===== config.mk =====
export PLATFORM = sky130hd
export DESIGN_NAME = tsp_front
export DESIGN_NICKNAME = d
export VERILOG_FILES = /design/src/rtl/triangle_scanline_span_top_defines.svh /design/src/rtl/tsp_pkg.sv /design/src/rtl/tsp_front.sv
export SDC_FILE = /design/constraint.sdc
export NUM_CORES = 2
export LEC_CHECK = 0
export ABC_AREA = 1
export BUFFER_PORTS_ARGS = -buffer_cell sky130_fd_sc_hd__clkbuf_2
export CORE_ASPECT_RATIO = 0.6
export CORE_MARGIN = 10
export CORE_UTILIZATION = 60
export CTS_BUF_LIST = sky130_fd_sc_hd__clkbuf_16
export CTS_CLUSTER_DIAMETER = 50
export DETAILED_ROUTE_END_ITERATION = 12
export PLACE_DENSITY = 0.85
export REMOVE_ABC_BUFFERS = 1
export SYNTH_ARGS = -nofsm -noshare
export SYNTH_HDL_FRONTEND = slang
export SYNTH_SLANG_ARGS = --single-unit

===== constraint.sdc =====
create_clock -name clk -period 33.6 [get_ports clk]
set_clock_uncertainty 0.15 [all_clocks]
set_input_delay 3.36 -clock clk [delete_from_list [all_inputs] [get_ports clk]]
set_output_delay 3.36 -clock clk [all_outputs]
set_load 0.03 [all_outputs]

===== src/rtl/triangle_scanline_span_top_defines.svh =====
// assertion macros shared by the span block modules
// no dependencies; taken in by `include where assertions are written
`ifndef TRIANGLE_SCANLINE_SPAN_TOP_DEFINES_SVH
`define TRIANGLE_SCANLINE_SPAN_TOP_DEFINES_SVH

// same-cycle implication, checked out of reset
`define TSP_ASSERT_NOW(lbl, clk, rst, ante, cons) \
  lbl: assert property (@(posedge clk) disable iff (rst) (ante) |-> (cons)) \
    else $error("span block check failed");

// next-cycle implication, checked out of reset
`define TSP_ASSERT_NEXT(lbl, clk, rst, ante, cons) \
  lbl: assert property (@(posedge clk) disable iff (rst) (ante) |=> (cons)) \
    else $error("span block check failed");

`endif


===== src/rtl/tsp_pkg.sv =====
// shared widths, register codes and queue item type of the span block
// no dependencies
package tsp_pkg;

  localparam int COORD_BITS = 14;
  localparam int ROW_BITS   = 13;
  localparam int REG_BITS   = 14;
  localparam int COLR_BITS  = 8;
  localparam int DIFF_BITS  = COORD_BITS + 1;
  localparam int CMP_BITS   = ((COORD_BITS > ROW_BITS) ? COORD_BITS : ROW_BITS) + 2;
  localparam int NUM_BITS   = 2 * COORD_BITS;
  localparam int QUO_BITS   = COORD_BITS;
  localparam int COL_BITS   = COORD_BITS + 2;
  localparam int WIDE_BITS  = ((COL_BITS > REG_BITS) ? COL_BITS : REG_BITS) + 2;
  localparam int Q_DEPTH    = 4;
  localparam int Q_AW       = $clog2(Q_DEPTH);
  localparam int CFG_IDX_BITS = 2;

  localparam logic [REG_BITS-1:0] WIDTH_RESET  = REG_BITS'(1440);
  localparam logic [REG_BITS-1:0] HEIGHT_RESET = REG_BITS'(720);

  typedef enum logic [CFG_IDX_BITS-1:0] {
    CFG_IMAGE_WIDTH  = 2'd0,
    CFG_IMAGE_HEIGHT = 2'd1
  } cfg_reg_t;

  // one edge ready for division: col = base + sign * num / den
  typedef struct packed {
    logic signed [COORD_BITS-1:0] base;
    logic                         neg;
    logic [NUM_BITS-1:0]          num;
    logic [COORD_BITS-1:0]        den;
  } edge_t;

  typedef struct packed {
    logic                 hit;
    logic [ROW_BITS-1:0]  row;
    logic [COLR_BITS-1:0] red;
    logic [COLR_BITS-1:0] green;
    logic [COLR_BITS-1:0] blue;
    edge_t                le;
    edge_t                re;
  } item_t;

endpackage


===== src/rtl/tsp_front.sv =====
// front end: vertex sort, edge choice, row test and edge products
// depends on tsp_pkg
module tsp_front (
  input  logic                                    clk,
  input  logic                                    rst,
  input  logic                                    in_valid,
  output logic                                    in_stall,
  input  logic signed [tsp_pkg::COORD_BITS-1:0]   vert0_x,
  input  logic signed [tsp_pkg::COORD_BITS-1:0]   vert0_y,
  input  logic signed [tsp_pkg::COORD_BITS-1:0]   vert1_x,
  input  logic signed [tsp_pkg::COORD_BITS-1:0]   vert1_y,
  input  logic signed [tsp_pkg::COORD_BITS-1:0]   vert2_x,
  input  logic signed [tsp_pkg::COORD_BITS-1:0]   vert2_y,
  input  logic [tsp_pkg::COLR_BITS-1:0]           fill_red,
  input  logic [tsp_pkg::COLR_BITS-1:0]           fill_green,
  input  logic [tsp_pkg::COLR_BITS-1:0]           fill_blue,
  input  logic [tsp_pkg::ROW_BITS-1:0]            row_index,
  input  logic [tsp_pkg::REG_BITS-1:0]            image_height,
  output logic                                    push_valid,
  input  logic                                    push_full,
  output tsp_pkg::item_t                          push_item
);

  localparam int C = tsp_pkg::COORD_BITS;
  localparam int D = tsp_pkg::CMP_BITS;

  logic adv;

  // sort stage registers
  logic                a_valid;
  logic signed [C-1:0] a_x [3];
  logic signed [C-1:0] a_y [3];
  logic [tsp_pkg::ROW_BITS-1:0]  a_row;
  logic [tsp_pkg::COLR_BITS-1:0] a_red, a_green, a_blue;

  // edge stage registers
  logic                b_valid;
  logic                b_hit;
  logic [tsp_pkg::ROW_BITS-1:0]  b_row;
  logic [tsp_pkg::COLR_BITS-1:0] b_red, b_green, b_blue;
  logic signed [C-1:0] b_lx, b_rx;
  logic signed [D-1:0] b_ldx, b_ldt, b_lden, b_rdx, b_rdt, b_rden;

  // product stage registers
  logic           c_valid;
  tsp_pkg::item_t c_item;

  assign adv        = !c_valid || !push_full;
  assign in_stall   = !adv;
  assign push_valid = c_valid;
  assign push_item  = c_item;

  // three compare-and-swap steps on row
  logic signed [C-1:0] s_x [3];
  logic signed [C-1:0] s_y [3];
  logic signed [C-1:0] t_x, t_y;
  always_comb begin
    t_x = '0; t_y = '0;
    s_x[0] = vert0_x; s_y[0] = vert0_y;
    s_x[1] = vert1_x; s_y[1] = vert1_y;
    s_x[2] = vert2_x; s_y[2] = vert2_y;
    if (s_y[0] > s_y[1]) begin
      t_x = s_x[0]; t_y = s_y[0];
      s_x[0] = s_x[1]; s_y[0] = s_y[1];
      s_x[1] = t_x; s_y[1] = t_y;
    end
    if (s_y[0] > s_y[2]) begin
      t_x = s_x[0]; t_y = s_y[0];
      s_x[0] = s_x[2]; s_y[0] = s_y[2];
      s_x[2] = t_x; s_y[2] = t_y;
    end
    if (s_y[1] > s_y[2]) begin
      t_x = s_x[1]; t_y = s_y[1];
      s_x[1] = s_x[2]; s_y[1] = s_y[2];
      s_x[2] = t_x; s_y[2] = t_y;
    end
  end

  // edge choice and row test on sorted vertices
  logic signed [D-1:0] y, y0, y1, y2, x0, x1, x2;
  logic                hit_next;
  logic signed [C-1:0] lx_next;
  logic signed [D-1:0] ldx_next, ldt_next, lden_next;
  always_comb begin
    y  = D'(signed'({1'b0, a_row}));
    y0 = D'(a_y[0]); y1 = D'(a_y[1]); y2 = D'(a_y[2]);
    x0 = D'(a_x[0]); x1 = D'(a_x[1]); x2 = D'(a_x[2]);
    hit_next = (y2 != y0) && (y >= y0) && (y <= y2) &&
               ({{(tsp_pkg::REG_BITS - tsp_pkg::ROW_BITS){1'b0}}, a_row} < image_height);
    if (y < y1) begin
      lx_next = a_x[0]; ldx_next = x1 - x0; ldt_next = y - y0; lden_next = y1 - y0;
    end else if (y2 != y1) begin
      lx_next = a_x[1]; ldx_next = x2 - x1; ldt_next = y - y1; lden_next = y2 - y1;
    end else begin
      lx_next = a_x[1]; ldx_next = '0; ldt_next = '0; lden_next = D'(1);
    end
  end

  // products and signs of both edges
  logic [C-1:0] l_mag, r_mag;
  always_comb begin
    l_mag = C'(b_ldx[D-1] ? -b_ldx : b_ldx);
    r_mag = C'(b_rdx[D-1] ? -b_rdx : b_rdx);
  end

  always_ff @(posedge clk) begin
    if (rst) begin
      a_valid <= 1'b0;
      b_valid <= 1'b0;
      c_valid <= 1'b0;
    end else if (adv) begin
      a_valid <= in_valid;
      b_valid <= a_valid;
      c_valid <= b_valid;
    end
  end

  always_ff @(posedge clk) begin
    if (adv) begin
      a_x     <= s_x;
      a_y     <= s_y;
      a_row   <= row_index;
      a_red   <= fill_red;
      a_green <= fill_green;
      a_blue  <= fill_blue;

      b_hit   <= hit_next;
      b_row   <= a_row;
      b_red   <= a_red;
      b_green <= a_green;
      b_blue  <= a_blue;
      b_lx    <= lx_next;
      b_ldx   <= ldx_next;
      b_ldt   <= ldt_next;
      b_lden  <= lden_next;
      b_rx    <= a_x[0];
      b_rdx   <= x2 - x0;
      b_rdt   <= y - y0;
      b_rden  <= y2 - y0;

      c_item.hit      <= b_hit;
      c_item.row      <= b_row;
      c_item.red      <= b_red;
      c_item.green    <= b_green;
      c_item.blue     <= b_blue;
      c_item.le.base  <= b_lx;
      c_item.le.neg   <= b_ldx[D-1];
      c_item.le.num   <= l_mag * b_ldt[C-1:0];
      c_item.le.den   <= b_lden[C-1:0];
      c_item.re.base  <= b_rx;
      c_item.re.neg   <= b_rdx[D-1];
      c_item.re.num   <= r_mag * b_rdt[C-1:0];
      c_item.re.den   <= b_rden[C-1:0];
    end
  end

endmodule


# After elaboration in Yosys (flattened, before gate mapping)
# Cells that the tools add are included.
[classes] muxes=17 magnitude_cmp=7 eq_ne=2 shift=0 reduce_logical=7 bitwise_logic=0 addsub=10 mul=2 div_mod_pow=0
[ops] operator="14-bit 2-to-1 mux" n=11
[ops] operator="28-bit 2-to-1 mux" n=4
[ops] operator="14-bit subtractor" n=5
[ops] operator="14-bit by 14-bit multiplier with 28-bit output" n=2
[ops] operator="14-bit by 14-bit subtractor with 15-bit output" n=3
[ops] operator="14-bit > comparator" n=3
[ops] operator="16-bit 2-to-1 mux" n=2
[ops] operator="14-bit inequality test" n=2
[ops] operator="14-bit negator" n=2
[ops] operator="14-bit greater-or-equal comparator" n=1
[ops] operator="14-bit less-or-equal comparator" n=1
[ops] operator="13-bit by 14-bit less-than comparator with 1-bit output" n=1
[ops] operator="14-bit less-than comparator" n=1
[ops] operator="1-bit logical AND" n=3
[ops] operator="1-bit logical NOT" n=3
[ops] operator="1-bit logical OR" n=1
[totals] latchBits=0 inputBits=139 ram_bits=0 reg_bits=429 n_memories=0 rom_bits=0

# Logic depth before layout (Yosys ltp)
[depth] ltp_word=6 depth_mapped=41

# Worst setup path after synthesis
# No wires, ideal clock.
[synth_path] path_type="input port to output port" startpoint="in push_full" endpoint="out in_stall" path_stages=2 t_arrival_ns=14.793 required_ns=30.090 path_slack_ns=15.297 n_path_buf=0 cell_sequence="nand2_1 -> inv_1"
[synth_via] elab_chain_cells=3
[synth_rtl] element="from (decl)" line="tsp_front.sv:20" text="input logic push_full,"
[synth_rtl] element="1-bit logical NOT" line="tsp_front.sv:48" text="assign adv = !c_valid || !push_full;"
[synth_rtl] element="1-bit logical OR" line="tsp_front.sv:48"
[synth_rtl] element="1-bit logical NOT" line="tsp_front.sv:49" text="assign in_stall = !adv;"
[synth_rtl] element="to (decl)" line="tsp_front.sv:7" text="output logic in_stall,"
# Every way passes these cells.

==> results.cfg <==
[timing]
hold_viol = 0
setup_violations = 0
layout_min_cycle_time_ns = 10.32
worst_slew_pin_slew_ns = 1.179
fmax_mhz = 96.94
rsz0062_at_grt = false
slew_violations = 0
post-route-period-util = 0.3070
slew_headroom = 0.2131
setup_tns_ns = 0

[route]
drt-initial-drc-count = 3340
wire_per_inst_um = 19.26
dr.pass1.iters = 6
drt-total-wl_um = 96640
viasPerCell = 5.647
ant_nets = 0
drcViolationCount = 0
vias = 28340

[global_routing]
grt_max_degree = 175
grtUsageTotal = 0.2743
grt_pass1_vias = 27940
grt_pass1_wl_um = 154500
antenna_found_initial = 0
overflow = 0

[synth]
synthCells = 3928
synth_area_leaders = edfxtp_1, fa_1, ha_1
synth-edff-count = 425
netlist_area_um2 = 36180
syn_avg_cell_area_um2 = 9.212
synthArstFlopShare = 0
synth_ff_type = edfxtp_1
synth.distinct_cells = 56
ys_seq_elements = 428
synth_area_leader_cell = edfxtp_1
seq_area_frac_synth = 0.3544
synth_top_area_share = 0.3527
yosysWarnings = 0

[critical_path]
critPathBufInv = 5
critPathTopFamily = simple AND/OR/NAND/NOR gates
path_class = input pin to flop
required_ns = 33.95
cpMostUsedCell = nand2_1
critical-path-slowest-cell = nand3_2
crit_path_max_incr_delay_ns = 0.87
r2r_cells = 29
end_kind = flop
cp_max_fo = 65
crit_cells = 31
cp.arrival_ns = 10.67
critPathLaunchType = input pin

[die]
dieWidth_um = 337.0
io_pins = 293
start_util = 0.6092
dieHeight_um = 210.2
row_count = 69
die_area_um2 = 70850
core_um2 = 59400

[run]
cap_violations = 0

[clock_network]
ctsLongestPathBuffers = 3
cts_root_buffer = clkbuf_16
post_cts_buffers = 0
ctsHtreeMaxLevel = 2
cts_tree = yes
cts_sinks = 428
numCtsBuffers = 45
clkTransAtPathRegs_ns = 0.07
post_cts_resized = 0
clk_latency_ns = 0.63
ctsHoldBuffers = 0

[place]
placed_cell_area_um2 = 38350
placement.io_buffers = 292
place_congestion = 1.016
hpwl_um = 77010
place_inst = 4935

[cells_and_area]
fill_cells = 4775
design_area_um2 = 39870
nets = 4990
area_growth_pct = 10.19
final_cell_mix = nand2_1, inv_1, edfxtp_1
drive_above_1_share = 0.1020
final_common_cell = nand2_1
finalNonFillerCells = 5018

[min_path]
hold_depth = 0
hold_path_class = flop to flop

[status]
status = complete, no violations
[state kept, by name (all words and copies together), names as in the netlist, 8 cells and up]
name	cells
push_item	152
a_x	42
a_y	42
b_ldx	15
b_rdx	15
b_lden	14
b_ldt	14
b_lx	14
b_rden	14
b_rdt	14
b_rx	14
a_row	13
b_row	13
a_blue	8
a_green	8
a_red	8
b_blue	8
b_green	8
b_red	8
[layer usage]
layer	wire (µm)	global-route usage	part of all wire
met5	0	0	0
met1	42660	0.4065	0.44
met2	40160	0.3954	0.42
met4	1616	0.05396	0.017
met3	12210	0.08245	0.13
[through the flow]
stage | utilization | hold WS, ns | setup slack (ns)
finish | 0.6713 | 0.2619 | 23.28
global route | 0.6712 | 0.2724 | 22.78
CTS | 0.6712 | 0.2575 | 23.53
detailed placement | 0.6456 | 0.2545 | 22.91
global placement | 0.6456 | 0.2503 | 23.30
floorplan | - | 0.2503 | 15.30
[layout make-up]
class | instances | area (µm²) | area share
Clock inverter | 37 | 395.4 | 0.009917
Clock buffer | 45 | 1126 | 0.02824
Sequential cell | 428 | 12820 | 0.3216
Tap cell | 781 | 977.2 | 0.02451
Timing Repair Buffer | 306 | 1579 | 0.03960
Multi-Input combinational cell | 2725 | 20350 | 0.5105
Antenna cell | 1 | 2.502 | 0.00006276
Inverter | 695 | 2614 | 0.06556
[cell families (layout without fill, tap and decap cells)]
kind of cell,count (synthesis),after routing,share of synthesized area
XOR/XNOR,145,145,0.03562
flip-flops,428,428,0.3544
other,0,1,0
adder cells (fa/ha/maj),650,650,0.2849
AND/OR/NAND/NOR,1477,1477,0.1703
AO/OA/AOI/OAI,453,453,0.07102
buffers and inverters,775,1083,0.08375
[worst register-to-register path, delay by kind of cell (launching register included)]
family,cells,cell delay [ns]
AOI/OAI and AO/OA,1,0.48
xor gates and xnor gates,1,0.07
adders and majority gates,8,3.50
buffers and inverters,7,0.89
DFF,1,0.67
and+or+nand+nor,12,1.81
[synth_stat cells, types with 8 or more instances]
cell type  instances
o21bai_1          14
fa_1             290
nand2_1          828
a21boi_0           9
buf_4             11
or2_1             15
nand3b_1          13
xnor2_1           53
nor2_1           289
a21o_1            25
ha_1             360
nand2_2            8
nor3_1            33
nand3_1          232
clkbuf_1          34
o21ai_0          129
o21ai_2           13
a21oi_1          193
xor2_1            91
clkinv_1           8
o31ai_1            8
a31oi_1           20
nand4_1           29
buf_1              8
or2_2             14
buf_2             20
inv_1            681
o22ai_1           15
edfxtp_1         425
[path summary, 6_finish.rpt]
| path | from | endpoint | slack, ns |
|---|---|---|---|
| setup reg to reg | b_rdx[0] | push_item[38] | 25.78 |
| hold / removal | b_rden[0] | push_item[0] | 0.26 |
| setup / recovery | vert1_y[13] | a_x[24] | 23.28 |
| hold reg to reg | b_rden[0] | push_item[0] | 0.26 |
Power is left out: the tool's default activity adds up to more than one toggle a clock period on the data nets, which glitch-free logic cannot reach.
