**src/rtl/triangle_scanline_span_top_defines.svh**
```systemverilog
// assertion macros shared by the span block modules
// no dependencies; taken in by `include where assertions are written
`ifndef TRIANGLE_SCANLINE_SPAN_TOP_DEFINES_SVH
`define TRIANGLE_SCANLINE_SPAN_TOP_DEFINES_SVH

// same-cycle implication, checked out of reset
`define TSP_ASSERT_NOW(lbl, clk, rst, ante, cons) \
  lbl: assert property (@(posedge clk) disable iff (rst) (ante) |-> (cons)) \
    else $error("span block check failed");

// next-cycle implication, checked out of reset
`define TSP_ASSERT_NEXT(lbl, clk, rst, ante, cons) \
  lbl: assert property (@(posedge clk) disable iff (rst) (ante) |=> (cons)) \
    else $error("span block check failed");

`endif

```
**src/rtl/tsp_pkg.sv**
```systemverilog
// shared widths, register codes and queue item type of the span block
// no dependencies
package tsp_pkg;

  localparam int COORD_BITS = 14;
  localparam int ROW_BITS   = 13;
  localparam int REG_BITS   = 14;
  localparam int COLR_BITS  = 8;
  localparam int DIFF_BITS  = COORD_BITS + 1;
  localparam int CMP_BITS   = ((COORD_BITS > ROW_BITS) ? COORD_BITS : ROW_BITS) + 2;
  localparam int NUM_BITS   = 2 * COORD_BITS;
  localparam int QUO_BITS   = COORD_BITS;
  localparam int COL_BITS   = COORD_BITS + 2;
  localparam int WIDE_BITS  = ((COL_BITS > REG_BITS) ? COL_BITS : REG_BITS) + 2;
  localparam int Q_DEPTH    = 4;
  localparam int Q_AW       = $clog2(Q_DEPTH);
  localparam int CFG_IDX_BITS = 2;

  localparam logic [REG_BITS-1:0] WIDTH_RESET  = REG_BITS'(1440);
  localparam logic [REG_BITS-1:0] HEIGHT_RESET = REG_BITS'(720);

  typedef enum logic [CFG_IDX_BITS-1:0] {
    CFG_IMAGE_WIDTH  = 2'd0,
    CFG_IMAGE_HEIGHT = 2'd1
  } cfg_reg_t;

  // one edge ready for division: col = base + sign * num / den
  typedef struct packed {
    logic signed [COORD_BITS-1:0] base;
    logic                         neg;
    logic [NUM_BITS-1:0]          num;
    logic [COORD_BITS-1:0]        den;
  } edge_t;

  typedef struct packed {
    logic                 hit;
    logic [ROW_BITS-1:0]  row;
    logic [COLR_BITS-1:0] red;
    logic [COLR_BITS-1:0] green;
    logic [COLR_BITS-1:0] blue;
    edge_t                le;
    edge_t                re;
  } item_t;

endpackage

```
**src/rtl/tsp_back.sv**
```systemverilog
// back end: pipelined edge division, span ordering and clamping, output register
// depends on tsp_pkg and the assertion macro header
`include "triangle_scanline_span_top_defines.svh"
module tsp_back (
  input  logic                              clk,
  input  logic                              rst,
  input  logic                              q_empty,
  input  tsp_pkg::item_t                    q_item,
  output logic                              q_pop,
  input  logic [tsp_pkg::REG_BITS-1:0]      image_width,
  output logic                              out_valid,
  input  logic                              out_stall,
  output logic                              covered,
  output logic [tsp_pkg::ROW_BITS-1:0]      span_row,
  output logic [tsp_pkg::ROW_BITS-1:0]      span_left,
  output logic [tsp_pkg::ROW_BITS-1:0]      span_right,
  output logic [tsp_pkg::COLR_BITS-1:0]     out_red,
  output logic [tsp_pkg::COLR_BITS-1:0]     out_green,
  output logic [tsp_pkg::COLR_BITS-1:0]     out_blue
);

  localparam int C  = tsp_pkg::COORD_BITS;
  localparam int N  = tsp_pkg::NUM_BITS;
  localparam int Q  = tsp_pkg::QUO_BITS;
  localparam int CB = tsp_pkg::COL_BITS;
  localparam int W  = tsp_pkg::WIDE_BITS;

  logic adv;
  assign adv   = !out_valid || !out_stall;
  assign q_pop = adv && !q_empty;

  // one restoring step: remainder and quotient bit for shift s
  function automatic logic [N:0] div_step(input logic [N-1:0] rem,
                                          input logic [C-1:0] den,
                                          input int unsigned s);
    logic [N-1:0] sh;
    logic [N:0]   res;
    sh  = N'(den) << s;
    res = {1'b0, rem};
    if (rem >= sh) res = {1'b1, rem - sh};
    return res;
  endfunction

  // division stages, one quotient bit each
  logic           d_valid [Q+1];
  tsp_pkg::item_t d_item  [Q+1];
  logic [Q-1:0]   d_lq    [Q+1];
  logic [Q-1:0]   d_rq    [Q+1];

  assign d_valid[0] = !q_empty;
  assign d_item[0]  = q_item;
  assign d_lq[0]    = '0;
  assign d_rq[0]    = '0;

  for (genvar i = 0; i < Q; i++) begin : g_div
    logic [N:0]     l_st, r_st;
    tsp_pkg::item_t st_item;
    assign l_st = div_step(d_item[i].le.num, d_item[i].le.den, Q-1-i);
    assign r_st = div_step(d_item[i].re.num, d_item[i].re.den, Q-1-i);

    // item passed on with both remainders updated
    always_comb begin
      st_item        = d_item[i];
      st_item.le.num = l_st[N-1:0];
      st_item.re.num = r_st[N-1:0];
    end

    always_ff @(posedge clk) begin
      if (rst) begin
        d_valid[i+1] <= 1'b0;
      end else if (adv) begin
        d_valid[i+1] <= d_valid[i];
      end
    end

    always_ff @(posedge clk) begin
      if (adv) begin
        d_item[i+1] <= st_item;
        d_lq[i+1]   <= d_lq[i] | (Q'(l_st[N]) << (Q-1-i));
        d_rq[i+1]   <= d_rq[i] | (Q'(r_st[N]) << (Q-1-i));
      end
    end
  end

  // edge columns
  logic                 e_valid;
  tsp_pkg::item_t       e_item;
  logic signed [CB-1:0] e_lcol, e_rcol;
  logic signed [CB-1:0] lq_s, rq_s;
  always_comb begin
    lq_s = signed'(CB'(d_lq[Q]));
    rq_s = signed'(CB'(d_rq[Q]));
    if (d_item[Q].le.neg) lq_s = -lq_s;
    if (d_item[Q].re.neg) rq_s = -rq_s;
  end

  always_ff @(posedge clk) begin
    if (rst) begin
      e_valid <= 1'b0;
    end else if (adv) begin
      e_valid <= d_valid[Q];
    end
  end

  always_ff @(posedge clk) begin
    if (adv) begin
      e_item <= d_item[Q];
      e_lcol <= CB'(signed'(d_item[Q].le.base)) + lq_s;
      e_rcol <= CB'(signed'(d_item[Q].re.base)) + rq_s;
    end
  end

  // order, off-image test and clamp
  logic signed [W-1:0] lo, hi, wmax, wcap;
  logic                vis;
  always_comb begin
    lo = W'(e_lcol);
    hi = W'(e_rcol);
    if (lo > hi) begin
      lo = W'(e_rcol);
      hi = W'(e_lcol);
    end
    wcap = signed'(W'({1'b0, {tsp_pkg::ROW_BITS{1'b1}}}));
    wmax = signed'(W'({1'b0, image_width})) - W'(1);
    vis  = e_item.hit && (hi >= 0) && (lo < signed'(W'({1'b0, image_width})));
    if (wmax > wcap) wmax = wcap;
    if (lo < 0) lo = '0;
    if (hi > wmax) hi = wmax;
  end

  always_ff @(posedge clk) begin
    if (rst) begin
      out_valid <= 1'b0;
    end else if (adv) begin
      out_valid <= e_valid;
    end
  end

  always_ff @(posedge clk) begin
    if (adv) begin
      covered    <= vis;
      span_row   <= e_item.row;
      span_left  <= vis ? lo[tsp_pkg::ROW_BITS-1:0] : '0;
      span_right <= vis ? hi[tsp_pkg::ROW_BITS-1:0] : '0;
      out_red    <= vis ? e_item.red   : '0;
      out_green  <= vis ? e_item.green : '0;
      out_blue   <= vis ? e_item.blue  : '0;
    end
  end

  `TSP_ASSERT_NOW(bk_span_order, clk, rst, out_valid && covered, span_left <= span_right)
  `TSP_ASSERT_NOW(bk_blank, clk, rst, out_valid && !covered, span_left == '0 && span_right == '0 && out_red == '0 && out_green == '0 && out_blue == '0)
  `TSP_ASSERT_NEXT(bk_drain, clk, rst, e_valid && adv, out_valid)

endmodule

```
**config.mk**
```make
export PLATFORM = sky130hd
export DESIGN_NAME = tsp_back
export DESIGN_NICKNAME = d
export VERILOG_FILES = /design/src/rtl/tsp_pkg.sv /design/src/rtl/tsp_back.sv
export VERILOG_INCLUDE_DIRS = /design/src /design/src/rtl
export SDC_FILE = /design/constraint.sdc
export NUM_CORES = 2
export LEC_CHECK = 0
export ABC_AREA = 1
export BUFFER_PORTS_ARGS = -buffer_cell sky130_fd_sc_hd__clkbuf_2
export CORE_MARGIN = 1.5
export CORE_UTILIZATION = 54
export DETAILED_ROUTE_END_ITERATION = 8
export GPL_ROUTABILITY_DRIVEN = 0
export GPL_TIMING_DRIVEN = 0
export PLACE_DENSITY = 0.7
export SETUP_SLACK_MARGIN = 0.15
export SYNTH_ARGS = -nofsm -noshare
export SYNTH_HDL_FRONTEND = slang
export SYNTH_SLANG_ARGS = --single-unit
```
**constraint.sdc**
```tcl
create_clock -name clk -period 85.8 [get_ports clk]
set_input_delay 4.29 -clock clk [delete_from_list [all_inputs] [get_ports clk]]
set_output_delay 4.29 -clock clk [all_outputs]
set_load 0.05 [all_outputs]
```
Word-level counts from Yosys, hierarchy flattened

Index checks and enable logic that the tools add are counted.

Input bits: 170
Logic and storage cells: 372
Flip-flop bits (word level): 2560
Output and inout port bits: 66

Magnitude comparators: 34
Reduce and logical (&&, ||, !) cells: 8
Mux-type cells: 34
$add $sub $neg: 33
Bitwise operators: 27

Operators by type and width:

| kind                                                           | number |
|---|---|
| 29-bit 2-to-1 mux                                              | 28 |
| 28-bit by 14-bit greater-or-equal comparator with 1-bit output | 2 |
| 28-bit by 15-bit greater-or-equal comparator with 1-bit output | 2 |
| 28-bit by 16-bit greater-or-equal comparator with 1-bit output | 2 |
| 28-bit by 17-bit greater-or-equal comparator with 1-bit output | 2 |
| 28-bit by 18-bit greater-or-equal comparator with 1-bit output | 2 |
| 28-bit by 19-bit greater-or-equal comparator with 1-bit output | 2 |
| 28-bit by 20-bit greater-or-equal comparator with 1-bit output | 2 |
| 28-bit by 21-bit greater-or-equal comparator with 1-bit output | 2 |
| 28-bit by 22-bit greater-or-equal comparator with 1-bit output | 2 |
| 28-bit by 23-bit greater-or-equal comparator with 1-bit output | 2 |
| 28-bit by 24-bit greater-or-equal comparator with 1-bit output | 2 |
| 28-bit by 25-bit greater-or-equal comparator with 1-bit output | 2 |
| 28-bit by 26-bit greater-or-equal comparator with 1-bit output | 2 |
| 28-bit by 27-bit greater-or-equal comparator with 1-bit output | 2 |
| 28-bit by 14-bit subtractor with 28-bit output                 | 2 |
| 28-bit by 15-bit subtractor with 28-bit output                 | 2 |
| 28-bit by 16-bit subtractor with 28-bit output                 | 2 |
| 28-bit by 17-bit subtractor with 28-bit output                 | 2 |
| 28-bit by 18-bit subtractor with 28-bit output                 | 2 |
| 28-bit by 19-bit subtractor with 28-bit output                 | 2 |
| 28-bit by 20-bit subtractor with 28-bit output                 | 2 |
| 28-bit by 21-bit subtractor with 28-bit output                 | 2 |
| 28-bit by 22-bit subtractor with 28-bit output                 | 2 |
| other kinds (35)                                               | 62 |

Logic depth before layout (Yosys ltp)

Depth in word-level cells: 7
Depth in mapped cells: 33
Mapped depth without buffers: 32

Least setup slack after synthesis

No wires, ideal clock.

Path kind: input -> register
From: input out_stall
To: register covered, enable pin
Data arrival time: 68682 ps
Buffers on the path: 1
Stages on the path: 2
Required time: 82119 ps
Library setup time: 3681 ps
Path slack: 13437 ps
Path through: nand2_1 > clkbuf_1

Word-level cells in the longest chain between the ends: 2

RTL lines:

| item                 | RTL line        | source |
|---|---|---|
| from (decl)          | tsp_back.sv:12  | `input logic out_stall,` |
| 1-bit logical NOT    | tsp_back.sv:29  | `assign adv = !out_valid \|\| !out_stall;` |
| 1-bit logical OR     | tsp_back.sv:29  |  |
| to (signal assigned) | tsp_back.sv:141 | `covered <= vis;` |
| to (decl)            | tsp_back.sv:13  | `output logic covered,` |

Every way passes these cells.
A chain may end at the register's enable or synchronous reset.

Worst setup path in the final report

From: input out_stall
To: output q_pop

Word-level cells in the longest chain between the ends: 3

RTL lines:

| item              | RTL line       | source |
|---|---|---|
| 1-bit logical NOT | tsp_back.sv:29 |  |
| 1-bit logical OR  | tsp_back.sv:29 |  |
| 1-bit logical AND | tsp_back.sv:30 | `assign q_pop = adv && !q_empty;` |
| to (decl)         | tsp_back.sv:9  | `output logic q_pop,` |

Every way passes these cells.

==> impl_metrics.prom <==
# TYPE chip_impl_metric gauge
chip_impl_metric{name="critical_path.max_stage_delay",unit="ns"} 0.30
chip_impl_metric{name="area.growth.synth_to_final",unit="%"} 12.7
chip_impl_metric{name="via_count_of_the_first_global_routing_pass",unit=""} 60500
chip_impl_metric{name="placedCellCount",unit=""} 11000
chip_impl_metric{name="rr_worst_depth",unit=""} 21
chip_impl_metric{name="worst_case_setup_slack_after_placement",unit="ns"} 76.17
chip_impl_metric{name="cts.clk_slew.worst_paths",unit="ns"} 0.06
chip_impl_metric{name="final.setup.worst_slack",unit="ns"} 76.16
chip_impl_info{name="critical_path.reg2reg.endpoint",value="span_right[12]"} 1
chip_impl_metric{name="finalCritPeriodShare",unit="%"} 11.2
chip_impl_metric{name="die-area",unit="µm²"} 196000
chip_impl_metric{name="cts_resized",unit=""} 0
chip_impl_metric{name="postSynthAreaPerCell",unit="µm²"} 12.8
chip_impl_metric{name="grt_max_degree",unit=""} 77
chip_impl_metric{name="clkSinkCount",unit=""} 2404
chip_impl_metric{name="syn-num-nets",unit=""} 8850
chip_impl_metric{name="synth.lib_cells_used.distinct",unit=""} 73
chip_impl_metric{name="synthCells",unit=""} 8182
chip_impl_metric{name="hold_violation_total_from_the_final_report",unit=""} 0
chip_impl_metric{name="wire_length_of_the_first_global_routing_pass",unit="µm"} 296000
chip_impl_metric{name="timing_max_transition_violations_final",unit=""} 0
chip_impl_metric{name="row_count",unit=""} 161
chip_impl_metric{name="number_of_nets_in_the_layout",unit=""} 9360
chip_impl_metric{name="peakVddDrop",unit="mV"} 0.0218
chip_impl_metric{name="synth_warnings",unit=""} 0
chip_impl_metric{name="io_buffer_count",unit=""} 234
chip_impl_metric{name="max-slew-margin-rel",unit="%"} 17.0
chip_impl_metric{name="detailed_place.area",unit="µm²"} 110000
chip_impl_metric{name="remaining_drc_errors",unit=""} 0
chip_impl_info{name="regToRegStartpoint",value="e_lcol[15]"} 1
chip_impl_metric{name="critical_path.n_buffers_inverters",unit=""} 3
chip_impl_info{name="cp_slowest_cell",value="clkbuf_2"} 1
chip_impl_metric{name="max_cap_violations",unit=""} 0
chip_impl_metric{name="synth_edf_count",unit=""} 2388
chip_impl_metric{name="final.setup_skew",unit="ns"} 0.0287
chip_impl_metric{name="initial_core_util",unit="%"} 54.3
chip_impl_metric{name="timing.final.setup_violations",unit=""} 0
chip_impl_metric{name="worst-path-max-fanout",unit=""} 8
chip_impl_metric{name="route.vias.total",unit=""} 60800
chip_impl_metric{name="ys_seq_area_share",unit="%"} 69.0
chip_impl_info{name="critical_path.most_common_cell",value="clkbuf_2"} 1
chip_impl_metric{name="grt_usage",unit="%"} 18.5
chip_impl_metric{name="antenna_violations_before_repair",unit=""} 0
chip_impl_metric{name="finish.instance_area",unit="µm²"} 118000
chip_impl_metric{name="finalWirelength",unit="µm"} 184000
chip_impl_metric{name="clk_latency",unit="ns"} 0.85
chip_impl_metric{name="drt_wl_cell",unit="µm"} 16.1
chip_impl_metric{name="layout.cells.non_filler",unit=""} 11400
chip_impl_info{name="status",value="completed"} 1
chip_impl_info{name="crit_path_end",value="q_pop"} 1
chip_impl_info{name="cts.root.buffer_cell",value="clkbuf_16"} 1
chip_impl_info{name="critical-path-top-delay-family",value="buffers and inverters"} 1
chip_impl_metric{name="ant_nets",unit=""} 0
chip_impl_info{name="worst_setup_path_end_kind",value="output pin"} 1
chip_impl_metric{name="die_height",unit="µm"} 443
chip_impl_info{name="synth.top_cells.by_area",value="edfxtp_1, ha_1, nand2_1, inv_1, a21oi_1"} 1
chip_impl_metric{name="synth.cell_area",unit="µm²"} 104000
chip_impl_metric{name="grt-ovfl-total",unit=""} 0
chip_impl_metric{name="drt-initial-drc-count",unit=""} 4191
chip_impl_info{name="worstHoldPathType",value="flop to flop"} 1
chip_impl_metric{name="ctsHtreeMaxLevel",unit=""} 4
chip_impl_metric{name="coreArea",unit="µm²"} 192000
chip_impl_info{name="crit_chain",value="clkbuf_2 -> nand2_1 -> clkinv_1 -> nor2_1 -> clkbuf_2"} 1
chip_impl_metric{name="achievable-frequency",unit="GHz"} 0.104
chip_impl_metric{name="die_w",unit="µm"} 443
chip_impl_metric{name="synth_top_area_share",unit="%"} 68.6
chip_impl_metric{name="leakage_power_of_the_design",unit="µW"} 0.0475
chip_impl_metric{name="worst_ep_arrival_time",unit="ns"} 5.35
chip_impl_metric{name="cts_setup_buffers",unit=""} 0
chip_impl_info{name="tritoncts",value="yes"} 1
chip_impl_metric{name="nFillCells",unit=""} 14100
chip_impl_info{name="rsz_0062_raised_after_global_routing",value="false"} 1
chip_impl_metric{name="cts_buffers",unit=""} 236
chip_impl_metric{name="drt_first_pass_iters",unit=""} 6
chip_impl_metric{name="period_needed",unit="ns"} 9.64
chip_impl_metric{name="reg2reg_setup_slack",unit="ns"} 80.97
chip_impl_metric{name="critical_path_depth",unit=""} 5
chip_impl_metric{name="setup_total_neg_slack",unit="ns"} 0
chip_impl_metric{name="post_cts_hold_buffer_count",unit=""} 0
chip_impl_info{name="first_element_of_the_critical_path",value="out_stall"} 1
chip_impl_metric{name="required",unit="ns"} 81.51
chip_impl_metric{name="design.portCount",unit=""} 236
chip_impl_info{name="worst-setup-path-type",value="input port to output pin"} 1
chip_impl_metric{name="synth_async_sr_flop_share",unit="%"} 0
chip_impl_info{name="timing.critical_path.from_type",value="input port"} 1
chip_impl_metric{name="vias_per_cell",unit=""} 5.32
chip_impl_info{name="synth_ff_type",value="edfxtp_1"} 1
chip_impl_metric{name="drive_gt1_share",unit="%"} 9.25
chip_impl_metric{name="detailed_place_hpwl",unit="µm"} 132000
chip_impl_metric{name="slew_at_the_pin_with_the_worst_max_slew_slack",unit="ns"} 1.21
chip_impl_info{name="library_cell_occupying_the_most_area_in_the_post_synthesis_netlist",value="edfxtp_1"} 1
chip_impl_metric{name="power.density_cell_area",unit="nW/µm²"} 32.4
chip_impl_metric{name="cts_buffer_depth",unit=""} 3
chip_impl_metric{name="synth_register_bits",unit=""} 2404
how the worst min path moves through the flow:
stage / slack (ns) / cells past startpoint / end / startpoint
finish: 0.40 / 0 / d_item[284] / d_item[436]
CTS: 0.40 / 0 / d_item[733] / d_item[885]
global route: 0.41 / 0 / d_item[1870] / d_item[2022]
global placement: 0.40 / 0 / d_item[1802] / d_item[1954]
detailed placement: 0.40 / 0 / d_item[1019] / d_item[1171]
floorplan: 0.40 / 0 / d_item[100] / d_item[252]
cells in the mapped netlist (47+ instances only):
library cell     n
buf_2           47
xnor2_1        244
nor2_1         618
a21oi_1        536
ha_1           470
nor3_1         109
nor4_1          80
inv_1         1001
nand4_1         86
nand2_1       1161
o21ai_0        474
edfxtp_1      2388
nand3_1        215
xor2_1         247
layer usage:
layer | part of all wire [%] | up-vias | wire length [µm] | track usage, %
met4 | 5.2 | 0 | 9520 | 10.1
li1 | - | 30000 | - | -
met1 | 41 | 28400 | 75000 | 21.9
met3 | 4.1 | 589 | 7600 | 2.77
met5 | 0 | - | 0 | 0
met2 | 50 | 1798 | 91400 | 32.6
stage by stage:
| step | hold slack (ns) | util [%] | total power, µW |
|---|---|---|---|
| final | 0.405 | 61.2 | 3820 |
| after global routing | 0.409 | 61.2 | 4040 |
| after CTS | 0.399 | 61.2 | 3830 |
| after detailed placement | 0.405 | 57.1 | 2780 |
| after global placement | 0.400 | 56.6 | 2730 |
| after floorplan | 0.400 | - | 2510 |
sequential cells by signal, indices dropped and copies added (netlist names):
signal,cells
out_valid,1
span_row,13
covered,1
d_item,2044
e_valid,1
e_rcol,16
d_valid,14
e_lcol,16
d_rq,105
out_green,8
span_right,13
out_blue,8
e_item,38
span_left,13
out_red,8
d_lq,105
power breakdown:
group	switching, µW	internal [µW]	total [µW]
clock network	424	609	1030
registers	123	1570	1690
logic	676	417	1090
worst register-to-register path, delay by kind of cell (launching register included):
kind,cells,cell delay [ns]
flip-flops,1,0.43
multiplexers,1,0.45
AND/OR/NAND/NOR,9,1.08
buffers and inverters,3,0.67
AO/OA/AOI/OAI,6,1.21
adder cells (fa/ha/maj),2,0.71
cell type report:
class	instances	area [µm²]	share of cell area (%)
inverters	1013	3800	3.23
clock buffers	282	6170	5.24
plain buffers	94	513	0.436
well taps	2526	3160	2.68
flip-flops and latches	2404	72000	61.2
clock inverters	157	1740	1.48
diodes	1	2.50	0.00213
repair buffers	272	2180	1.85
multi-input cells	4671	28100	23.9
placed cells by master (no fill, tap or decap), drive strengths merged, types with 5 or more instances in the layout:
cell type	synthesis	routed
o2111ai	14	14
a21boi	25	25
xnor2	244	244
clkinvlp	0	14
xor2	247	247
clkbuf	29	545
ha	470	470
nor2	647	647
o211ai	29	29
nand2	1167	1167
dfxtp	16	16
nand3b	5	5
a31oi	31	31
nor3b	8	8
o31ai	8	8
or4	8	8
nand4	87	87
inv	1011	1023
o221ai	5	5
nand3	219	219
fa	28	28
bufinv	0	32
a211oi	14	14
a21oi	541	541
and2	5	5
o21ai	531	531
nor4	80	80
or2	45	45
o21bai	16	16
o21a	25	25
nor3	114	114
a21o	17	17
buf	65	103
clkinv	2	101
mux2i	11	11
and3	5	5
edfxtp	2388	2388
kinds of logic after synthesis:
| kind of cell | Yosys count | share of synthesized area, % |
|---|---|---|
| flops | 2404 | 69.0 |
| fa+ha+maj | 498 | 6.17 |
| mux | 12 | 0.116 |
| xor+xnor | 491 | 4.12 |
| simple gates | 2392 | 9.77 |
| buf+inv | 1107 | 4.13 |
| compound gates | 1278 | 6.75 |
No activity file was read; power rests on OpenSTA's default activity.
